File: config.mk
export PLATFORM = sky130hd
export DESIGN_NAME = straight_alpha_over_blend_top
export DESIGN_NICKNAME = d
export VERILOG_FILES = /design/src/hw/rtl/sao_pkg.sv /design/src/hw/rtl/sao_front.sv /design/src/hw/rtl/sao_div_stage.sv /design/src/hw/rtl/straight_alpha_over_blend_top.sv
export SDC_FILE = /design/constraint.sdc
export NUM_CORES = 2
export LEC_CHECK = 0
export BUFFER_PORTS_ARGS = -buffer_cell sky130_fd_sc_hd__buf_2
export CORE_MARGIN = 2
export CORE_UTILIZATION = 55
export CTS_CLUSTER_SIZE = 24
export DETAILED_ROUTE_END_ITERATION = 10
export GPL_TIMING_DRIVEN = 0
export PLACE_DENSITY = 0.71
export RECOVER_POWER = 100
export SLEW_MARGIN = 40
export SYNTH_ARGS = -nofsm -noshare
export SYNTH_HDL_FRONTEND = slang
export SYNTH_SLANG_ARGS = --single-unit
File: constraint.sdc
create_clock -name clk -period 12.75 [get_ports clk]
set_clock_uncertainty 0.15 [all_clocks]
set_input_delay 0.6375 -clock clk [delete_from_list [all_inputs] [get_ports clk]]
set_output_delay 0.6375 -clock clk [all_outputs]
set_load 0.05 [all_outputs]
File: src/hw/rtl/sao_pkg.sv
// ----------------------------------------------------------------------------
// sao_pkg
// Types, constants and helpers shared by the straight-alpha source-over
// blend pipeline.
// ----------------------------------------------------------------------------
`default_nettype none

package sao_pkg;

  localparam int CH_W      = 8;
  localparam logic [CH_W-1:0] CH_MAX = 8'd255;

  // numerator of the channel divide: s*sa + d*da*inv/255 stays below 2^17
  localparam int NUM_W     = 17;
  // quotient of the channel divide is at most 509
  localparam int QUO_W     = 9;
  // restoring steps per divider stage
  localparam int DIV_STEPS = 3;
  localparam int DIV_STAGES = QUO_W / DIV_STEPS;

  typedef struct packed {
    logic [CH_W-1:0] src_red;
    logic [CH_W-1:0] src_green;
    logic [CH_W-1:0] src_blue;
    logic [CH_W-1:0] src_alpha;
    logic [CH_W-1:0] dst_blue;
    logic [CH_W-1:0] dst_green;
    logic [CH_W-1:0] dst_red;
    logic [CH_W-1:0] dst_alpha;
  } in_pix_t;

  typedef struct packed {
    logic [CH_W-1:0] out_blue;
    logic [CH_W-1:0] out_green;
    logic [CH_W-1:0] out_red;
    logic [CH_W-1:0] out_alpha;
  } out_pix_t;

  typedef enum logic [1:0] {
    MODE_BLEND = 2'b00,
    MODE_DST   = 2'b01,
    MODE_SRC   = 2'b10
  } mode_t;

  typedef struct packed {
    logic [NUM_W-1:0] rem;
    logic [QUO_W-1:0] quo;
  } ch_div_t;

  typedef struct packed {
    ch_div_t         blue;
    ch_div_t         green;
    ch_div_t         red;
    logic [CH_W-1:0] ra;
    mode_t           mode;
    out_pix_t        byp;
  } div_item_t;

  // Floor divide by 255 for values below 255*2^16: estimate with x*257 >> 16,
  // which is low by at most one, then correct once.
  function automatic logic [15:0] div255(input logic [23:0] x);
    logic [31:0] prod;
    logic [15:0] q0;
    logic [24:0] back;
    logic [24:0] rem;
    prod = {x, 8'd0} + {8'd0, x};
    q0   = prod[31:16];
    back = {1'b0, q0, 8'd0} - {9'd0, q0};
    rem  = {1'b0, x} - back;
    if (rem >= 25'd255) begin
      return q0 + 16'd1;
    end
    return q0;
  endfunction

endpackage

`default_nettype wire

File: src/hw/rtl/sao_front.sv
// ----------------------------------------------------------------------------
// sao_front
// Multiply and divide-by-255 stages: builds the output alpha and the three
// channel numerators, and sorts each pixel into its blend mode.
// ----------------------------------------------------------------------------
`default_nettype none

module sao_front (
  input  wire logic               clk,
  input  wire logic               rst_n,
  input  wire logic               in_vld,
  input  wire sao_pkg::in_pix_t   in_pix,
  output logic                    out_vld,
  output sao_pkg::div_item_t      out_item
);

  localparam int NW = sao_pkg::NUM_W;

  // stage 1: products
  logic                 s1_vld_r;
  logic [15:0]          s1_ss_b_r, s1_ss_g_r, s1_ss_r_r;
  logic [15:0]          s1_dd_b_r, s1_dd_g_r, s1_dd_r_r;
  logic [15:0]          s1_t_r;
  logic [7:0]           s1_inv_r;
  logic [7:0]           s1_sa_r;
  sao_pkg::mode_t       s1_mode_r;
  sao_pkg::out_pix_t    s1_byp_r;
  sao_pkg::mode_t       s1_mode_nxt;
  sao_pkg::out_pix_t    s1_byp_nxt;
  logic [7:0]           inv_nxt;

  // stage 2: second product and output alpha
  logic                 s2_vld_r;
  logic [15:0]          s2_ss_b_r, s2_ss_g_r, s2_ss_r_r;
  logic [23:0]          s2_ddi_b_r, s2_ddi_g_r, s2_ddi_r_r;
  logic [7:0]           s2_ra_r;
  sao_pkg::mode_t       s2_mode_r;
  sao_pkg::out_pix_t    s2_byp_r;
  logic [15:0]          t_div;
  logic [8:0]           ra_sum;

  // stage 3: numerators
  logic                 s3_vld_r;
  sao_pkg::div_item_t   s3_item_r;
  sao_pkg::div_item_t   s3_item_nxt;

  always_comb begin
    inv_nxt = sao_pkg::CH_MAX - in_pix.src_alpha;
    if (in_pix.src_alpha == 8'd0) begin
      s1_mode_nxt = sao_pkg::MODE_DST;
      s1_byp_nxt  = '{out_blue:  in_pix.dst_blue,  out_green: in_pix.dst_green,
                      out_red:   in_pix.dst_red,   out_alpha: in_pix.dst_alpha};
    end else if (in_pix.src_alpha == sao_pkg::CH_MAX || in_pix.dst_alpha == 8'd0) begin
      s1_mode_nxt = sao_pkg::MODE_SRC;
      s1_byp_nxt  = '{out_blue:  in_pix.src_blue,  out_green: in_pix.src_green,
                      out_red:   in_pix.src_red,   out_alpha: in_pix.src_alpha};
    end else begin
      s1_mode_nxt = sao_pkg::MODE_BLEND;
      s1_byp_nxt  = '0;
    end
  end

  always_ff @(posedge clk) begin
    if (!rst_n) begin
      s1_vld_r <= 1'b0;
      s2_vld_r <= 1'b0;
      s3_vld_r <= 1'b0;
    end else begin
      s1_vld_r <= in_vld;
      s2_vld_r <= s1_vld_r;
      s3_vld_r <= s2_vld_r;
    end
  end

  always_ff @(posedge clk) begin
    s1_ss_b_r <= 16'(in_pix.src_blue)  * 16'(in_pix.src_alpha);
    s1_ss_g_r <= 16'(in_pix.src_green) * 16'(in_pix.src_alpha);
    s1_ss_r_r <= 16'(in_pix.src_red)   * 16'(in_pix.src_alpha);
    s1_dd_b_r <= 16'(in_pix.dst_blue)  * 16'(in_pix.dst_alpha);
    s1_dd_g_r <= 16'(in_pix.dst_green) * 16'(in_pix.dst_alpha);
    s1_dd_r_r <= 16'(in_pix.dst_red)   * 16'(in_pix.dst_alpha);
    s1_t_r    <= 16'(in_pix.dst_alpha) * 16'(inv_nxt);
    s1_inv_r  <= inv_nxt;
    s1_sa_r   <= in_pix.src_alpha;
    s1_mode_r <= s1_mode_nxt;
    s1_byp_r  <= s1_byp_nxt;
  end

  // out alpha never exceeds 255, so the low byte of the sum is exact
  assign t_div  = sao_pkg::div255({8'd0, s1_t_r});
  assign ra_sum = {1'b0, s1_sa_r} + t_div[8:0];

  always_ff @(posedge clk) begin
    s2_ss_b_r  <= s1_ss_b_r;
    s2_ss_g_r  <= s1_ss_g_r;
    s2_ss_r_r  <= s1_ss_r_r;
    s2_ddi_b_r <= 24'(s1_dd_b_r) * 24'(s1_inv_r);
    s2_ddi_g_r <= 24'(s1_dd_g_r) * 24'(s1_inv_r);
    s2_ddi_r_r <= 24'(s1_dd_r_r) * 24'(s1_inv_r);
    s2_ra_r    <= ra_sum[7:0];
    s2_mode_r  <= s1_mode_r;
    s2_byp_r   <= s1_byp_r;
  end

  always_comb begin
    s3_item_nxt.blue.rem  = NW'(s2_ss_b_r) + NW'(sao_pkg::div255(s2_ddi_b_r));
    s3_item_nxt.green.rem = NW'(s2_ss_g_r) + NW'(sao_pkg::div255(s2_ddi_g_r));
    s3_item_nxt.red.rem   = NW'(s2_ss_r_r) + NW'(sao_pkg::div255(s2_ddi_r_r));
    s3_item_nxt.blue.quo  = '0;
    s3_item_nxt.green.quo = '0;
    s3_item_nxt.red.quo   = '0;
    s3_item_nxt.ra        = s2_ra_r;
    s3_item_nxt.mode      = s2_mode_r;
    s3_item_nxt.byp       = s2_byp_r;
  end

  always_ff @(posedge clk) begin
    s3_item_r <= s3_item_nxt;
  end

  assign out_vld  = s3_vld_r;
  assign out_item = s3_item_r;

endmodule

`default_nettype wire

File: src/hw/rtl/sao_div_stage.sv
// ----------------------------------------------------------------------------
// sao_div_stage
// One registered slice of the restoring channel divider: a few quotient
// bits for each of the three colour channels.
// ----------------------------------------------------------------------------
`default_nettype none

module sao_div_stage #(
  parameter int TOP_BIT = sao_pkg::QUO_W - 1,
  parameter int STEPS   = sao_pkg::DIV_STEPS
) (
  input  wire logic               clk,
  input  wire logic               rst_n,
  input  wire logic               in_vld,
  input  wire sao_pkg::div_item_t in_item,
  output logic                    out_vld,
  output sao_pkg::div_item_t      out_item
);

  localparam int NW = sao_pkg::NUM_W;
  localparam int QW = sao_pkg::QUO_W;

  logic               vld_r;
  sao_pkg::div_item_t item_r;
  sao_pkg::div_item_t item_nxt;

  function automatic sao_pkg::ch_div_t step_ch(input sao_pkg::ch_div_t c,
                                               input logic [7:0] ra);
    sao_pkg::ch_div_t r;
    logic [NW-1:0]    trial;
    r = c;
    for (int k = 0; k < STEPS; k++) begin
      trial = NW'(ra) << (TOP_BIT - k);
      if (r.rem >= trial) begin
        r.rem = r.rem - trial;
        r.quo = {r.quo[QW-2:0], 1'b1};
      end else begin
        r.quo = {r.quo[QW-2:0], 1'b0};
      end
    end
    return r;
  endfunction

  always_comb begin
    item_nxt       = in_item;
    item_nxt.blue  = step_ch(in_item.blue,  in_item.ra);
    item_nxt.green = step_ch(in_item.green, in_item.ra);
    item_nxt.red   = step_ch(in_item.red,   in_item.ra);
  end

  always_ff @(posedge clk) begin
    if (!rst_n) begin
      vld_r <= 1'b0;
    end else begin
      vld_r <= in_vld;
    end
  end

  always_ff @(posedge clk) begin
    item_r <= item_nxt;
  end

  assign out_vld  = vld_r;
  assign out_item = item_r;

endmodule

`default_nettype wire

File: src/hw/rtl/straight_alpha_over_blend_top.sv
// ----------------------------------------------------------------------------
// straight_alpha_over_blend_top
// Source-over blend of a straight-alpha RGBA pixel onto a BGRA pixel.
// ----------------------------------------------------------------------------
// Usage:
//   Input channel: drive in_pix and raise start; the item is taken at the
//   rising edge where start is high and busy is low. One item may be
//   offered on every cycle; busy only stands high while in reset and for
//   the first cycle after it.
//   Result channel: out_valid is high for exactly one cycle with out_pix,
//   after the item has passed the pipeline. Items leave in the order they
//   came in, one per cycle at full rate.
//   Pipeline: one stage of 8x8 products, one of the wider product and the
//   output alpha, one for the channel numerators, three divider stages of
//   three quotient bits each, and the output register with the bypass
//   select for the transparent and opaque cases. The divider sets the depth.
//   Reset: synchronous, active low; drops every item in flight.
//   The receiver cannot hold results off, so nothing ever stalls.
// ----------------------------------------------------------------------------
`default_nettype none

module straight_alpha_over_blend_top (
  input  wire logic              clk,
  input  wire logic              rst_n,
  input  wire logic              start,
  output logic                   busy,
  input  wire sao_pkg::in_pix_t  in_pix,
  output logic                   out_valid,
  output sao_pkg::out_pix_t      out_pix
);

  localparam int NSTG = sao_pkg::DIV_STAGES;

  logic               busy_r;
  logic               busy_nxt;
  logic               acc;
  logic               out_valid_r;
  sao_pkg::out_pix_t  out_pix_r;
  sao_pkg::out_pix_t  out_pix_nxt;

  logic               dv   [NSTG+1];
  sao_pkg::div_item_t ditem[NSTG+1];

  // hold busy through reset, release it once reset has gone
  assign busy_nxt = 1'b0;
  always_ff @(posedge clk) begin
    if (!rst_n) begin
      busy_r <= 1'b1;
    end else begin
      busy_r <= busy_nxt;
    end
  end
  assign busy = busy_r;
  assign acc  = start && !busy_r;

  // products, output alpha and numerators
  sao_front u_front (
    .clk      (clk),
    .rst_n    (rst_n),
    .in_vld   (acc),
    .in_pix   (in_pix),
    .out_vld  (dv[0]),
    .out_item (ditem[0])
  );

  // restoring divider, most significant quotient bits first
  for (genvar g = 0; g < NSTG; g++) begin : g_div
    sao_div_stage #(
      .TOP_BIT (sao_pkg::QUO_W - 1 - g * sao_pkg::DIV_STEPS),
      .STEPS   (sao_pkg::DIV_STEPS)
    ) u_div (
      .clk      (clk),
      .rst_n    (rst_n),
      .in_vld   (dv[g]),
      .in_item  (ditem[g]),
      .out_vld  (dv[g+1]),
      .out_item (ditem[g+1])
    );
  end

  // pick the blended pixel or the bypassed one; keep the low byte of each
  // quotient
  always_comb begin
    case (ditem[NSTG].mode)
      sao_pkg::MODE_BLEND: begin
        out_pix_nxt.out_blue  = ditem[NSTG].blue.quo[7:0];
        out_pix_nxt.out_green = ditem[NSTG].green.quo[7:0];
        out_pix_nxt.out_red   = ditem[NSTG].red.quo[7:0];
        out_pix_nxt.out_alpha = ditem[NSTG].ra;
      end
      sao_pkg::MODE_DST, sao_pkg::MODE_SRC: begin
        out_pix_nxt = ditem[NSTG].byp;
      end
      default: begin
        out_pix_nxt = ditem[NSTG].byp;
      end
    endcase
  end

  always_ff @(posedge clk) begin
    if (!rst_n) begin
      out_valid_r <= 1'b0;
    end else begin
      out_valid_r <= dv[NSTG];
    end
  end

  always_ff @(posedge clk) begin
    out_pix_r <= out_pix_nxt;
  end

  assign out_valid = out_valid_r;
  assign out_pix   = out_pix_r;

endmodule

`default_nettype wire

Word level (Yosys, flattened, before mapping):

Index checks and enable logic that the tools add are counted.

* logic and storage cells: 238
* output and inout bits: 34
* bits in read-only memories: 0
* memories: 0
* register bits: 730
* bits in latches: 0
* input bits: 67
* memory bits (writable): 0

* reductions and logical operators: 6
* eq/ne operators: 1
* magnitude comparators: 31
* $mul: 10
* $add $sub $neg: 45
* mux-type cells: 65
* shifts and indexed selects: 0
* bitwise gates (word level): 0
* divide/modulo/power cells: 0

Operators with widths (number)
* $mux W17: 24
* $mul A8 B8 Y16: 7
* $ge A25 B8 Y1 const B: 4
* $add A32 B24 Y32: 3
* $mux W16: 6
* $mux W32: 3
* $sub A24 B16 Y25: 3
* $sub A24 B25 Y25: 3
* $mul A16 B8 Y24: 3
* $add A16 B16 Y17: 3
* $ge A17 B10 Y1: 3
* $ge A17 B11 Y1: 3
* $ge A17 B12 Y1: 3
* $ge A17 B13 Y1: 3
* $ge A17 B14 Y1: 3
* $ge A17 B15 Y1: 3
* $ge A17 B16 Y1: 3
* $ge A17 B8 Y1: 3
* $ge A17 B9 Y1: 3
* $sub A17 B10 Y17: 3
* $sub A17 B11 Y17: 3
* $sub A17 B12 Y17: 3
* $sub A17 B13 Y17: 3
* $sub A17 B14 Y17: 3
* other kinds (19): 57

Longest topological paths before layout:

* word-level depth: 7
* gate-level depth with buffers: 42
* gate-level depth less buffers: 40

Modules after synthesis:

Synthesis repeated with hierarchy kept, for this count alone.

* cell total of the unflattened synthesis: 8025
* area, all modules: 71761.3 sq um

By module, submodules not included
* sao_front: sequential area each 8408.1 sq um, times used 1, cells each 5178, area each 46378.2 sq um
* sao_div_stage at g_div[2].u_div: sequential area each 2422.3 sq um, times used 1, cells each 1047, area each 8677.1 sq um
* sao_div_stage at g_div[1].u_div: sequential area each 2422.3 sq um, times used 1, cells each 962, area each 8296.7 sq um
* sao_div_stage at g_div[0].u_div: sequential area each 2422.3 sq um, times used 1, cells each 765, area each 7292.0 sq um
* straight_alpha_over_blend_top: sequential area each 680.7 sq um, times used 1, cells each 73, area each 1117.3 sq um

Least setup slack after synthesis:

OpenSTA, ideal clock, no wires.

* path type: flip-flop to flip-flop
* start: register u_front.s2_ddi_g_r[10]
* end: register u_front.s3_item_r, in the netlist u_front.out_item[93]
* cell stages (with the launch flop): 41
* library setup time: 0.132 ns
* data arrival time: 8.449 ns
* slack: 4.019 ns
* period minus slack after synthesis: 8.731 ns
* required time: 12.468 ns
* path buffers: 2
* path through: dfxtp_1 -> ha_1 -> a21oi_1 -> a21oi_1 -> nor3_1 -> a211oi_1 -> o311ai_0 -> a21boi_0 -> o21ai_0 -> a211oi_1 -> and3_1 -> and3_1 -> and2_1 -> ha_1 -> inv_1 -> fa_1 -> inv_1 -> ha_1 -> (+5 left out) -> mux2_2 -> nor4_1 -> and3_1 -> buf_6 -> buf_8 -> mux2_2 -> fa_1 -> a21o_1 -> a21oi_1 -> o21bai_1 -> a21o_1 -> a21o_1 -> a21oi_1 -> o21ai_0 -> o41ai_1 -> nor2_1 -> a211oi_1 -> o21ai_0

RTL lines
* from (decl): line sao_front.sv:35 `logic [23:0] s2_ddi_b_r, s2_ddi_g_r, s2_ddi_r_r;`
* from (signal assigned): line sao_front.sv:98 `s2_ddi_g_r <= 24'(s1_dd_g_r) * 24'(s1_inv_r);`
* to (signal assigned): line sao_front.sv:118 `s3_item_r <= s3_item_nxt;`
* to (decl): line sao_front.sv:44 `sao_pkg::div_item_t s3_item_r;`

==> flow_summary.json <==
{
  "grt_pass1_vias": 51500,
  "htree_num_levels": 3,
  "synth_fp_nets": 8940,
  "drt-pass1-iter-count": 6,
  "grt_start_max_net_pins": 19,
  "tritoncts": "built",
  "status": "finished clean",
  "dieArea_sq_um": 123000,
  "grt_setup_unrepaired": "no",
  "die_width_um": 350,
  "grt-busiest-layer": "met2",
  "postRouteAntennaNets": 0,
  "rows": 127,
  "yosysWarnings": 0,
  "cts_buffer_depth": 3,
  "finalCriticalPeriod_ns": 10.75,
  "max_freq_ghz": 0.0930,
  "setup_viol": 0,
  "io_buffers": 74,
  "antenna_found_initial": 20,
  "relSlewSlack_pct": 25.7,
  "slew_viol_final": 0,
  "crit_type": "register to register",
  "cts_sinks": 730,
  "arrival_ns": 11.13,
  "fin_crit_sh_pct": 84.3,
  "synthCells": 7467,
  "wl_per_cell_um": 18.5,
  "final_nets": 9098,
  "ys_types": 102,
  "worst-path-max-fanout": 10,
  "syn_area_sq_um": 66000,
  "clkTransAtPathRegs_ns": 0.06,
  "coreArea_sq_um": 119000,
  "place_hpwl_um": 141000,
  "fin_setup_tns_ns": 0,
  "synth_edf_count": 0,
  "drcViolationCount": 0,
  "area_growth_pct": 7.57,
  "ys_seq_area_share_pct": 22.2,
  "grt_use_met3_pct": 4.12,
  "tightest_slew_ns": 1.11,
  "clock_latency_ns": 0.69,
  "start_util_pct": 55.2,
  "yosys_most_used_dff": "dfxtp_1",
  "synth_area_per_cell_sq_um": 8.83,
  "drive_gt1_share_pct": 4.06,
  "finalWirelength_um": 172000,
  "die_y_um": 350,
  "synthArstFlopShare_pct": 0,
  "cts_hold_buffers": 4,
  "grt-ovfl-total": 0,
  "cts-root-buf": "clkbuf_16",
  "grt_use_met1_pct": 37.0,
  "io_pins": 101,
  "synth-seq-cells": 730,
  "met2_usage_pct": 46.1,
  "drv_cap": 0,
  "drt_iter0_drc": 3232,
  "place_congestion": 0.925,
  "vias": 52400,
  "hold_violations": 0,
  "cts_buffers": 78,
  "slowest_delay_ns": 0.50,
  "grt_usage_pct": 28.1,
  "viasPerCell": 5.63,
  "cts_setup_buffers": 0,
  "grt_first_pass_wirelength_um": 274000,
  "slowest_stage": "o41ai_1",
  "required_ns": 13.13,
  "hp-class": "primary input to register",
  "critPathLaunchType": "register",
  "cts_resized": 0,
  "end_kind": "register"
}
## registers in the layout, indices dropped and copies added (netlist names), 24 cells and up
name / cells
u_front.s2_ddi_b_r: 24
u_front.s2_ddi_g_r: 24
u_front.s2_ddi_r_r: 24
u_front.s1_byp_r: 32
g_div.u_div.out_item: 273
u_front.s2_byp_r: 32
u_front.out_item: 93
out_pix: 32
## layout make-up
type	instances	area, sq um
Tap cell	1612	2020
Antenna cell	6	15.0
Fill cell	10600	48500
Clock inverter	37	515
Timing Repair Buffer	78	355
Buffer	179	692
Sequential cell	730	14600
Clock buffer	103	2140
Inverter	985	3700
Multi-Input combinational cell	5573	46900
## through the flow
step | cell area [sq um] | setup WS, ns | instances | hold slack, ns | utilization [%]
after global routing | 71000 | 1.20 | 9300 | 0.0479 | 59.4
after floorplan | 66000 | 4.02 | 7467 | 0.160 | -
final | 71000 | 2.00 | 9303 | 0.0700 | 59.4
after global placement | 68400 | 2.57 | 9153 | 0.160 | 57.2
after CTS | 71100 | 2.48 | 9297 | 0.00517 | 59.5
after detailed placement | 68400 | 2.53 | 9153 | 0.162 | 57.2
## critical path, delay by kind of cell (launching register included)
| family | cells | cell delay (ns) |
|---|---|---|
| buffers and inverters | 5 | 1.06 |
| xor gates and xnor gates | 1 | 0.31 |
| DFF | 1 | 0.44 |
| adders and majority gates | 6 | 2.09 |
| and+or+nand+nor | 8 | 1.60 |
| AOI/OAI and AO/OA | 22 | 4.93 |
## routing by layer
metal | vias to the layer above | share of wire (%)
met5 | - | 0.084
met4 | 22 | 4.2
met3 | 371 | 6.3
met2 | 1556 | 46
met1 | 25200 | 44
li1 | 25300 | -
## final timing paths
kind | from | endpoint | slack [ns] | cells after the start
worst max-delay path | u_front.s2_ddi_g_r[10] | u_front.out_item[93] | 2.00 | 42
worst min-delay path | start | u_front.s1_vld_r | 0.07 | 2
worst max register to register | u_front.s2_ddi_g_r[10] | u_front.out_item[93] | 2.00 | 42
worst min register to register | u_front.s1_ss_g_r[14] | u_front.s2_ss_g_r[14] | 0.16 | 0
## cell usage in the layout (no fill, tap or decap), types with 17 or more instances in the layout
cell and count:
inv_1 980, ha_1 849, nand2_1 778, dfxtp_1 730
fa_1 557, and2_1 372, nor2_1 372, a21oi_1 343
o21ai_0 342, xnor2_1 334, clkbuf_1 221, a21o_1 123
nor3_1 113, nor2b_1 112, xor2_1 102, mux2_2 90
nand2b_1 90, clkbuf_16 79, nand3_1 77, nand4_1 71
a21boi_0 59, o21a_1 51, and2_0 51, nor4_1 46
mux2i_1 44, or3_1 42, a211oi_1 41, and3_1 40
o211ai_1 35, o21bai_1 35, o31ai_1 34, buf_2 31
a31oi_1 29, or2_2 21, a211o_1 20, o2111ai_1 20
o31a_1 19, or4_1 17
## synthesized netlist by cell type (all sizes together), types with 42 or more instances
library cell  instances  share of area (%)
mux2                100                1.7
inv                 981                5.6
fa                  557                 17
nor2b               112                1.1
nand2               778                4.4
o21a                 51               0.58
a21boi               60               0.68
a21oi               343                2.6
clkbuf              143               0.81
nand2b               90               0.85
a21o                123                1.4
nor2                372                2.1
ha                  849                 16
or3                  42               0.40
xnor2               335                4.4
nand3                77               0.58
xor2                103                1.4
nor3                115               0.90
mux2i                44               0.67
and2                424                4.0
o21ai               342                2.6
nand4                71               0.67
nor4                 48               0.48
dfxtp               730                 22
## kinds of logic after synthesis
| kind of cell | synth area share, % |
|---|---|
| compound gates | 12.5 |
| xor+xnor | 5.82 |
| flops | 22.2 |
| fa+ha+maj | 33.0 |
| buf+inv | 6.71 |
| simple gates | 17.5 |
| mux | 2.37 |
Power is not shown: default switching activity piles up to over one toggle a cycle in this logic, so the estimate is an artifact.
